[config.mk]
export PLATFORM = sky130hd
export DESIGN_NAME = pid_controller_antiwindup_unit
export DESIGN_NICKNAME = d
export VERILOG_FILES = /design/src/pidaw_pkg.sv /design/src/pid_controller_antiwindup_unit.sv
export VERILOG_INCLUDE_DIRS = /design/src /design/src/src
export SDC_FILE = /design/constraint.sdc
export NUM_CORES = 2
export LEC_CHECK = 0
export ABC_AREA = 1
export BUFFER_PORTS_ARGS = -buffer_cell sky130_fd_sc_hd__buf_4
export CAP_MARGIN = 0
export CORE_AREA = 3 3 309 311
export DETAILED_ROUTE_END_ITERATION = 10
export DIE_AREA = 0 0 312 314
export MAX_ROUTING_LAYER = met4
export PLACE_DENSITY_LB_ADDON = 0.2
export SETUP_SLACK_MARGIN = 0.4
export SLEW_MARGIN = 10
export SYNTH_ARGS = -nofsm -noshare
export SYNTH_HDL_FRONTEND = slang
export SYNTH_SLANG_ARGS = --single-unit
[constraint.sdc]
create_clock -name clk -period 8.8 [get_ports clk]
set_input_delay 0.44 -clock clk [delete_from_list [all_inputs] [get_ports clk]]
set_output_delay 0.44 -clock clk [all_outputs]
set_load 0.005 [all_outputs]
[src/assert_macros.svh]
// Assertion helpers, clocked on clk, disabled while rst_n is low.
`ifndef ASSERT_MACROS_SVH
`define ASSERT_MACROS_SVH

// Same-cycle implication.
`define PID_ASSERT(label, ante, cons) \
  label: assert property (@(posedge clk) disable iff (!rst_n) (ante) |-> (cons)) \
    else $error("assertion failed");

// Next-cycle implication.
`define PID_ASSERT_NXT(label, ante, cons) \
  label: assert property (@(posedge clk) disable iff (!rst_n) (ante) |=> (cons)) \
    else $error("assertion failed");

`endif

[src/pidaw_pkg.sv]
package pidaw_pkg;

  localparam int DATA_W    = 16;
  localparam int GAIN_FRAC = 8;
  localparam int PC_W      = 4;
  localparam int DIV_STEPS = 34;

  // register indexes
  localparam logic [2:0] REG_GAIN_PROP   = 3'd0;
  localparam logic [2:0] REG_GAIN_INTEG  = 3'd1;
  localparam logic [2:0] REG_GAIN_DERIV  = 3'd2;
  localparam logic [2:0] REG_INTEG_LIMIT = 3'd3;
  localparam logic [2:0] REG_DRIVE_MIN   = 3'd4;
  localparam logic [2:0] REG_DRIVE_MAX   = 3'd5;

  // datapath operations
  localparam logic [3:0] OP_NOP    = 4'd0;
  localparam logic [3:0] OP_ERR    = 4'd1;
  localparam logic [3:0] OP_MUL_GI = 4'd2;
  localparam logic [3:0] OP_MUL_DT = 4'd3;
  localparam logic [3:0] OP_INTEG  = 4'd4;
  localparam logic [3:0] OP_DIV    = 4'd5;
  localparam logic [3:0] OP_DSAT   = 4'd6;
  localparam logic [3:0] OP_MUL_GP = 4'd7;
  localparam logic [3:0] OP_MUL_GD = 4'd8;
  localparam logic [3:0] OP_SUM    = 4'd9;
  localparam logic [3:0] OP_OUT    = 4'd10;

  // jump conditions
  localparam logic [1:0] C_NONE = 2'd0;
  localparam logic [1:0] C_DTZ  = 2'd1;
  localparam logic [1:0] C_CNT  = 2'd2;

  typedef struct packed {
    logic [3:0]      op;
    logic [1:0]      cond;
    logic [PC_W-1:0] target;
    logic            last;
  } uword_t;

  function automatic uword_t ucode_rom(input logic [PC_W-1:0] pc);
    uword_t w;
    case (pc)
      4'd0:    w = '{op: OP_ERR,    cond: C_NONE, target: 4'd0, last: 1'b0};
      4'd1:    w = '{op: OP_MUL_GI, cond: C_NONE, target: 4'd0, last: 1'b0};
      4'd2:    w = '{op: OP_MUL_DT, cond: C_NONE, target: 4'd0, last: 1'b0};
      4'd3:    w = '{op: OP_INTEG,  cond: C_DTZ,  target: 4'd5, last: 1'b0};
      4'd4:    w = '{op: OP_DIV,    cond: C_CNT,  target: 4'd4, last: 1'b0};
      4'd5:    w = '{op: OP_DSAT,   cond: C_NONE, target: 4'd0, last: 1'b0};
      4'd6:    w = '{op: OP_MUL_GP, cond: C_NONE, target: 4'd0, last: 1'b0};
      4'd7:    w = '{op: OP_MUL_GD, cond: C_NONE, target: 4'd0, last: 1'b0};
      4'd8:    w = '{op: OP_SUM,    cond: C_NONE, target: 4'd0, last: 1'b0};
      4'd9:    w = '{op: OP_OUT,    cond: C_NONE, target: 4'd0, last: 1'b1};
      default: w = '{op: OP_NOP,    cond: C_NONE, target: 4'd0, last: 1'b1};
    endcase
    return w;
  endfunction

endpackage

[src/pid_controller_antiwindup_unit.sv]
// Fixed-point PID step with integral clamp, run by a ten-step microprogram over one shared
// 33x18 multiplier and a bit-serial restoring divider. A compute transfer is accepted and
// the step then runs until drive is offered; when period is zero the derivative division
// and its 34 divider iterations are skipped. in_ready is low while a step runs. A clear
// transfer (action 1) zeroes the integral and the previous error in the cycle it is
// accepted and gives no result. Write configuration only while idle.
`include "assert_macros.svh"

module pid_controller_antiwindup_unit (
  input  logic                                clk,
  input  logic                                rst_n,
  input  logic                                in_valid,
  output logic                                in_ready,
  input  logic                                in_action,
  input  logic signed [pidaw_pkg::DATA_W-1:0] in_target,
  input  logic signed [pidaw_pkg::DATA_W-1:0] in_sample,
  input  logic        [15:0]                  in_period,
  output logic                                out_valid,
  input  logic                                out_ready,
  output logic signed [pidaw_pkg::DATA_W-1:0] out_drive,
  input  logic                                cfg_we,
  input  logic        [2:0]                   cfg_index,
  input  logic        [30:0]                  cfg_data
);

  logic signed [15:0] gain_prop_r, gain_integ_r, gain_deriv_r;
  logic signed [15:0] drive_min_r, drive_max_r;
  logic        [30:0] integ_limit_r;

  logic                             busy_r;
  logic [pidaw_pkg::PC_W-1:0]       pc_r;
  logic signed [15:0]               tgt_r, smp_r;
  logic        [15:0]               dt_r;
  logic signed [16:0]               err_r, last_err_r;
  logic                             neg_r;
  logic        [33:0]               q_r;
  logic        [16:0]               rem_r;
  logic        [5:0]                cnt_r;
  logic signed [50:0]               prod_r, acc_r;
  logic signed [31:0]               integ_r, deriv_r;
  logic                             out_valid_r;
  logic signed [15:0]               out_drive_r;

  pidaw_pkg::uword_t uw;
  logic              step_go, jump;
  logic signed [32:0] mul_a;
  logic signed [17:0] mul_b;
  logic signed [50:0] mul_p;
  logic signed [16:0] err_calc;
  logic signed [17:0] diff;
  logic        [17:0] mag;
  logic        [17:0] rem_sh;
  logic signed [34:0] qs;
  logic signed [50:0] isum, lim, ssum, dmin, dmax;
  logic signed [31:0] deriv_nxt;

  assign uw        = pidaw_pkg::ucode_rom(pc_r);
  assign in_ready  = !busy_r;
  assign out_valid = out_valid_r;
  assign out_drive = out_drive_r;

  assign step_go = busy_r && !(uw.op == pidaw_pkg::OP_OUT && out_valid_r && !out_ready);
  assign jump    = (uw.cond == pidaw_pkg::C_DTZ && dt_r == 16'd0) ||
                   (uw.cond == pidaw_pkg::C_CNT && cnt_r != 6'd0);

  always_comb begin
    case (uw.op)
      pidaw_pkg::OP_MUL_GI: begin
        mul_a = 33'(err_r);
        mul_b = 18'(gain_integ_r);
      end
      pidaw_pkg::OP_MUL_DT: begin
        mul_a = prod_r[32:0];
        mul_b = $signed({2'b00, dt_r});
      end
      pidaw_pkg::OP_MUL_GP: begin
        mul_a = 33'(err_r);
        mul_b = 18'(gain_prop_r);
      end
      pidaw_pkg::OP_MUL_GD: begin
        mul_a = 33'(deriv_r);
        mul_b = 18'(gain_deriv_r);
      end
      default: begin
        mul_a = '0;
        mul_b = '0;
      end
    endcase
  end
  assign mul_p = mul_a * mul_b;

  assign err_calc = {tgt_r[15], tgt_r} - {smp_r[15], smp_r};
  assign diff     = {err_calc[16], err_calc} - {last_err_r[16], last_err_r};
  assign mag      = diff[17] ? 18'(-diff) : 18'(diff);
  assign rem_sh   = {rem_r, q_r[33]};

  assign qs = neg_r ? -$signed({1'b0, q_r}) : $signed({1'b0, q_r});
  always_comb begin
    if (dt_r == 16'd0) begin
      deriv_nxt = '0;
    end else if (qs[34:31] == 4'b0000 || qs[34:31] == 4'b1111) begin
      deriv_nxt = qs[31:0];
    end else if (qs[34]) begin
      deriv_nxt = {1'b1, 31'd0};
    end else begin
      deriv_nxt = {1'b0, {31{1'b1}}};
    end
  end

  assign lim  = $signed({20'd0, integ_limit_r});
  assign isum = 51'(integ_r) + (prod_r >>> pidaw_pkg::GAIN_FRAC);
  assign ssum = (acc_r >>> pidaw_pkg::GAIN_FRAC) + 51'(integ_r >>> 16);
  assign dmin = 51'(drive_min_r);
  assign dmax = 51'(drive_max_r);

  always_ff @(posedge clk) begin
    if (!rst_n) begin
      gain_prop_r   <= '0;
      gain_integ_r  <= '0;
      gain_deriv_r  <= '0;
      integ_limit_r <= {31{1'b1}};
      drive_min_r   <= {1'b1, 15'd0};
      drive_max_r   <= {1'b0, {15{1'b1}}};
    end else if (cfg_we) begin
      case (cfg_index)
        pidaw_pkg::REG_GAIN_PROP:   gain_prop_r   <= cfg_data[15:0];
        pidaw_pkg::REG_GAIN_INTEG:  gain_integ_r  <= cfg_data[15:0];
        pidaw_pkg::REG_GAIN_DERIV:  gain_deriv_r  <= cfg_data[15:0];
        pidaw_pkg::REG_INTEG_LIMIT: integ_limit_r <= cfg_data;
        pidaw_pkg::REG_DRIVE_MIN:   drive_min_r   <= cfg_data[15:0];
        pidaw_pkg::REG_DRIVE_MAX:   drive_max_r   <= cfg_data[15:0];
        default: ;
      endcase
    end
  end

  // sequencer and state
  always_ff @(posedge clk) begin
    if (!rst_n) begin
      busy_r      <= 1'b0;
      pc_r        <= '0;
      out_valid_r <= 1'b0;
      integ_r     <= '0;
      last_err_r  <= '0;
    end else begin
      if (step_go && uw.op == pidaw_pkg::OP_OUT) begin
        out_valid_r <= 1'b1;
      end else if (out_valid_r && out_ready) begin
        out_valid_r <= 1'b0;
      end
      if (in_valid && in_ready) begin
        if (in_action) begin
          integ_r    <= '0;
          last_err_r <= '0;
        end else begin
          busy_r <= 1'b1;
          pc_r   <= '0;
        end
      end
      if (step_go) begin
        if (uw.last) begin
          busy_r <= 1'b0;
          pc_r   <= '0;
        end else if (jump) begin
          pc_r <= uw.target;
        end else begin
          pc_r <= pc_r + 1'b1;
        end
        case (uw.op)
          pidaw_pkg::OP_ERR: last_err_r <= err_calc;
          pidaw_pkg::OP_INTEG: begin
            if (isum > lim) begin
              integ_r <= 32'(lim);
            end else if (isum < -lim) begin
              integ_r <= 32'(-lim);
            end else begin
              integ_r <= 32'(isum);
            end
          end
          default: ;
        endcase
      end
    end
  end

  // datapath
  always_ff @(posedge clk) begin
    if (in_valid && in_ready) begin
      tgt_r <= in_target;
      smp_r <= in_sample;
      dt_r  <= in_period;
    end
    if (step_go) begin
      case (uw.op)
        pidaw_pkg::OP_ERR: begin
          err_r <= err_calc;
          neg_r <= diff[17];
          q_r   <= {mag, 16'd0};
          rem_r <= '0;
          cnt_r <= 6'(pidaw_pkg::DIV_STEPS - 1);
        end
        pidaw_pkg::OP_MUL_GI, pidaw_pkg::OP_MUL_DT, pidaw_pkg::OP_MUL_GP: begin
          prod_r <= mul_p;
        end
        pidaw_pkg::OP_DIV: begin
          cnt_r <= cnt_r - 1'b1;
          if (rem_sh >= {2'b00, dt_r}) begin
            rem_r <= 17'(rem_sh - {2'b00, dt_r});
            q_r   <= {q_r[32:0], 1'b1};
          end else begin
            rem_r <= rem_sh[16:0];
            q_r   <= {q_r[32:0], 1'b0};
          end
        end
        pidaw_pkg::OP_DSAT: deriv_r <= deriv_nxt;
        pidaw_pkg::OP_MUL_GD: begin
          acc_r  <= prod_r;
          prod_r <= mul_p;
        end
        pidaw_pkg::OP_SUM: acc_r <= acc_r + prod_r;
        pidaw_pkg::OP_OUT: begin
          if (ssum < dmin) begin
            out_drive_r <= drive_min_r;
          end else if (ssum > dmax) begin
            out_drive_r <= drive_max_r;
          end else begin
            out_drive_r <= 16'(ssum);
          end
        end
        default: ;
      endcase
    end
  end

  `PID_ASSERT(a_pc_idle, !busy_r, pc_r == '0)
  `PID_ASSERT(a_div_rem, busy_r && uw.op == pidaw_pkg::OP_DIV, rem_r < dt_r)
  `PID_ASSERT_NXT(a_clear, in_valid && in_ready && in_action, integ_r == '0 && last_err_r == '0)
  `PID_ASSERT_NXT(a_finish, busy_r && uw.last && !out_valid_r, out_valid_r && !busy_r)

endmodule
After elaboration in Yosys (flattened, before gate mapping). Memories as Yosys holds them, arrays and structs flattened. A register that Yosys moved wholly into a read port is not among the register bits. Index checks and enable logic that the tools add are counted.

Register bits after elaboration: 439. Bits in read-only memories: 144. Input port bits: 88. Logic and storage cells: 133. Memories kept: 1.

$add $sub $neg: 11. Multipliers: 1. Order comparisons: 5. Eq/ne operators: 19. Multiplexer cells: 37. Reduce and logical (&&, ||, !) cells: 36.

Memory list: (no name shown) (depth 16, bits a word 9, rd ports 1, clocked after Yosys merged registers in 1, wr ports 0, line pidaw_pkg.sv:43) `case (pc)`.

Operators by type and width (count): 32-bit two-way mux (8); 51-bit case mux with 2 select lines (1); 33-bit case mux with 3 select lines (1); 17-bit two-way mux (5); 18-bit case mux with 4 select lines (1); 34-bit case mux with 2 select lines (1); 51-bit adder (1); 44-bit by 51-bit < comparator with 1-bit output (1); 33-bit by 18-bit multiplier with 51-bit output (1); 31-bit negation with 51-bit output (1); 32-bit by 43-bit adder with 44-bit output (1); 43-bit by 16-bit adder with 44-bit output (1); 44-bit by 16-bit greater-than comparator with 1-bit output (1); 44-bit by 32-bit greater-than comparator with 1-bit output (1); 44-bit by 16-bit < comparator with 1-bit output (1); 35-bit two-way mux (1); 34-bit negation with 35-bit output (1); 17-bit case mux with 2 select lines (1); 16-bit two-way mux (2); 4-bit two-way mux (7); 2-bit AND reduction (13); 18-bit by 16-bit >= comparator with 1-bit output (1); 18-bit two-way mux (1); 18-bit negation (1); 27 further kinds (55).

Depth between registers and ports, before layout.
Word-level depth: 9. Depth in mapped cells: 38. Gate-level depth less buffers: 38.

Worst setup path after synthesis. Ideal clock, no wire load.

Kind: register to register. From: register, netlist name uw[8]. To: register prod_r[47], data pin. Arrival time: 6.815 ns. Required time: 8.538 ns. Setup slack: 1.722 ns. Stages on the path, launching flop included: 35. Path buffers: 2. Cell sequence: dfxtp_1 inv_1 nor2_1 inv_1 nor2_1 nor2_1 clkinv_1 nand2_1 clkbuf_1 nand3_1 clkbuf_1 nand2_1 fa_1 inv_1 fa_1 fa_1 inv_1 fa_1 inv_1 fa_1 inv_1 fa_1 inv_1 ha_1 nand2_1 nor2_1 o21ai_0 o211ai_1 a21oi_1 o21a_1 o21ai_0 nand2_1 o211ai_1 a21oi_1 xor2_1.

Word-level cells in the longest chain between the ends: 4. Elaborated cells on any way between the ends: 8.

Ends and longest elaborated chain: 4-bit by 2-bit equality test with 1-bit output / 4-bit by 3-bit equality test with 1-bit output (equally long branches) (line pid_controller_antiwindup_unit.sv:67) `case (uw.op)`; 2-bit OR reduction (no line); 33-bit case mux with 3 select lines (line pid_controller_antiwindup_unit.sv:67); 33-bit by 18-bit multiplier with 51-bit output (*) (line pid_controller_antiwindup_unit.sv:90) `assign mul_p = mul_a * mul_b;`; via mul_p[47] (line pid_controller_antiwindup_unit.sv:48) `logic signed [50:0] mul_p;`; to (signal assigned) (line pid_controller_antiwindup_unit.sv:203) `prod_r <= mul_p;`; to (signal assigned) (line pid_controller_antiwindup_unit.sv:218) `prod_r <= mul_p;`; to (decl) (line pid_controller_antiwindup_unit.sv:39) `logic signed [50:0] prod_r, acc_r;`.

Mark *: on every way through the listed nets, which the timed path passes. The rest lies on a longest branch. A chain may end at the register's enable or synchronous reset.

Final worst setup path.
From: register, netlist name uw[7]. To: register prod_r[49], data pin.

Word-level cells in the longest chain between the ends: 4. Elaborated cells on any way between the ends: 8.

Ends and longest elaborated chain (line): 4-bit by 2-bit equality test with 1-bit output / 4-bit by 3-bit equality test with 1-bit output (equally long branches) (pid_controller_antiwindup_unit.sv:67); 2-bit OR reduction (no line); 33-bit case mux with 3 select lines (pid_controller_antiwindup_unit.sv:67); 33-bit by 18-bit multiplier with 51-bit output (*) (pid_controller_antiwindup_unit.sv:90); via mul_p[49] (pid_controller_antiwindup_unit.sv:48).

Marks and branches as above.

==> reports/metrics.cfg <==
[power_and_ir_drop]
pwr-share-comb=0.268
power_density_nw_per_um2=108
max-vdd-ir-drop_uv=148
internal-power_mw=4.27
seq_power_share=0.375
p_sw_mw=2.26
pwr-share-clk=0.357
total_power_mw=6.53
leakage_nw=30.4
switching_share=0.346

[sta]
fmax_ghz=0.125
slew_headroom=0.213
finalMaxSlewViolations=0
period_minus_slack_ns=8.02
hold_viol=0
holdWs_ns=0.0320
rsz0062_at_grt=false
fin_tns_setup_ns=0
fin_crit_sh=0.911
max_slew.worst_pin.slew_ns=1.18
finClkSkew_ns=0.0575
setup_violations=0

[synthesis]
ys.warnings.count=0
synth.top_cells.by_area=fa_1 (21%), edfxtp_1 (15%), ha_1 (11%), nand2_1 (11%), inv_1 (10%)
seq_area_frac_synth=0.210
synth_xor_area_frac=0.0399
synth_most_common_cell=nand2_1
synth_compound_area_frac=0.116
syn_inst=7350
synthArstFlopShare=0
yosys.area_share.adder=0.316
synth_ff_type=edfxtp_1
ys_ff_latch=447
synth_top_family_by_area=adder cells
synth_simple_gate_area_share=0.201
yosys.area.top_type=fa_1
synthMuxAreaShare=0
synth.cells.most_frequent=nand2_1 (1574), inv_1 (1510), nor2_1 (646)
synth_top_cell_area_share=0.207
syn-cell-area_sq_um=55700
synth_edf_count=273
synth.net_count=8500
syn_avg_cell_area_sq_um=7.58
synth_cell_types=67

[grt]
antenna_found_initial=2
grt-ovfl-total=0
grt_max_degree=68
track_usage=0.375
grt_pass1_vias=49400
grt_pass1_wl_um=279000

[die]
row_count=112
dieArea_sq_um=98000
io-pin-count=106
coreArea_sq_um=93000
die_h_um=314
initial_core_util=0.599
chipWidth_um=312

[detailed_routing]
routed_wl_um=178000
vias=49300
wl_met2_um=82200
highest-signal-layer=met4
wl_met3_um=13700
routedWlPerCell_um=20.3
via_per_inst=5.63
drt_iter0_drc=4708
wl_met1_um=73100
dr.pass1.iters=6
drc=0
ant_nets=0

[placement]
hpwl_um=144000
globalplace.congestion=1.01
port_buffers=105

[cells_and_area]
drive_above_1_share=0.0544
seq_area_sq_um=11700
finish.utilization=0.650
fillCellCount=8404
area_growth_pct=8.54
layout.nets=8607
multi_input_area_sq_um=37600

[clock_network]
clockBufferDepth=3
cts.sinks=447
clk_pin_slew_ns=0.06
root_buffer=clkbuf_16
h-tree-depth=2
cts_tree=done
cts-buffers-inserted=54
clock_latency_ns=0.67

[setup_path]
worstPathArrival_ns=8.44
slowest_delay_ns=0.63
cp.required_ns=9.22
critPathCaptureType=register
start_kind=register
reg2reg_setup_slack_ns=0.78
criticalPathCategory=reg -> reg
cp_common_cell=inv_1
cp_slowest_cell=nand2_1
cp_max_fo=32

[worst_hold_path]
hp-class=in -> reg

[flow_run]
drv_cap=0

[run_status]
status=finished, final reports clean

## path summary, 6_finish.rpt
check                start           endpoint  cells past startpoint
max                  uw[7]         prod_r[49]                     26
min           cfg_data[22]  integ_limit_r[22]                      3
max reg2reg          uw[7]         prod_r[49]                     26
min reg2reg  last_err_r[3]      last_err_r[3]                      2
## cell families after synthesis
group,Yosys count
and+or+nand+nor,2708
buffers and inverters,1734
AOI/OAI and AO/OA,1145
adders and majority gates,1062
DFF,447
xor gates and xnor gates,254
## layer usage
layer,GRT usage,up-vias
met5,-,-
met4,0.161,0
met3,0.0568,453
met2,0.603,1989
met1,0.475,23400
li1,-,23400
## timing repair
item                       in CTS  in global routing
setup endpoints to repair       0                 21
gates resized for setup         0                 13
hold endpoints to repair       55                  0
hold buffers                   55                  0
buffers inserted                0                  2
## placed cells by master, fill, tap and decap left out, types with 12 or more instances in the layout
| cell type | n |
|---|---|
| dfxtp_1 | 174 |
| nand2_1 | 1569 |
| o21ai_0 | 325 |
| buf_4 | 195 |
| dlygate4sd3_1 | 55 |
| o21bai_1 | 22 |
| nand4_1 | 76 |
| nand3b_1 | 13 |
| a31oi_1 | 74 |
| clkbuf_16 | 59 |
| or2_2 | 20 |
| a21oi_2 | 12 |
| nor4_1 | 29 |
| nor2_2 | 17 |
| a211oi_1 | 14 |
| nor3_1 | 53 |
| o21a_1 | 37 |
| nor2_1 | 639 |
| edfxtp_1 | 273 |
| nand2_2 | 14 |
| xnor2_1 | 85 |
| o21ai_1 | 20 |
| nand3_2 | 15 |
| o211ai_1 | 57 |
| inv_1 | 1508 |
| a21oi_1 | 502 |
| nand3_1 | 225 |
| clkinv_1 | 18 |
| xor2_1 | 168 |
| ha_1 | 486 |
| fa_1 | 576 |
## sequential cells by signal (all words and copies together), names as in the netlist, 17 cells and up
| signal | cells |
|---|---|
| integ_limit_r | 31 |
| q_r | 34 |
| deriv_r | 32 |
| last_err_r | 17 |
| integ_r | 32 |
| err_r | 17 |
| prod_r | 51 |
| acc_r | 51 |
| rem_r | 17 |
## power by group through the flow
stage,sequential [mW],combinational [mW],clock [mW]
3_3_place_gp,2.49,1.66,0
3_5_place_dp,2.49,1.69,0
4_1_cts,2.44,1.72,2.36
6_report,2.45,1.75,2.33
5_1_grt,2.45,1.95,2.44
2_1_floorplan,2.45,1.20,0
## critical path: cells and delay by family (launching register included)
kind / cells / cell delay (ns)
adders and majority gates: 8 / 3.14
buffers and inverters: 6 / 0.82
AOI/OAI and AO/OA: 7 / 1.96
xor gates and xnor gates: 1 / 0.08
DFF: 1 / 0.43
and+or+nand+nor: 4 / 1.32
## final cells by class
cell class	instances	area share
repair buffers	252	0.0338
inverters	1533	0.0953
clock inverters	30	0.00463
diodes	1	0.0000414
clock buffers	72	0.0260
well taps	1254	0.0259
flip-flops and latches	447	0.193
multi-input cells	5169	0.621
## through the flow
step	std cells	area, sq um	setup slack (ns)
floorplan	7350	55700	1.72
global placement	8598	58000	0.616
detailed placement	8598	58000	0.500
CTS	8755	60400	0.478
global route	8758	60500	0.412
finish	8758	60500	0.780
Note: power is estimated with default switching activity, not from simulation.
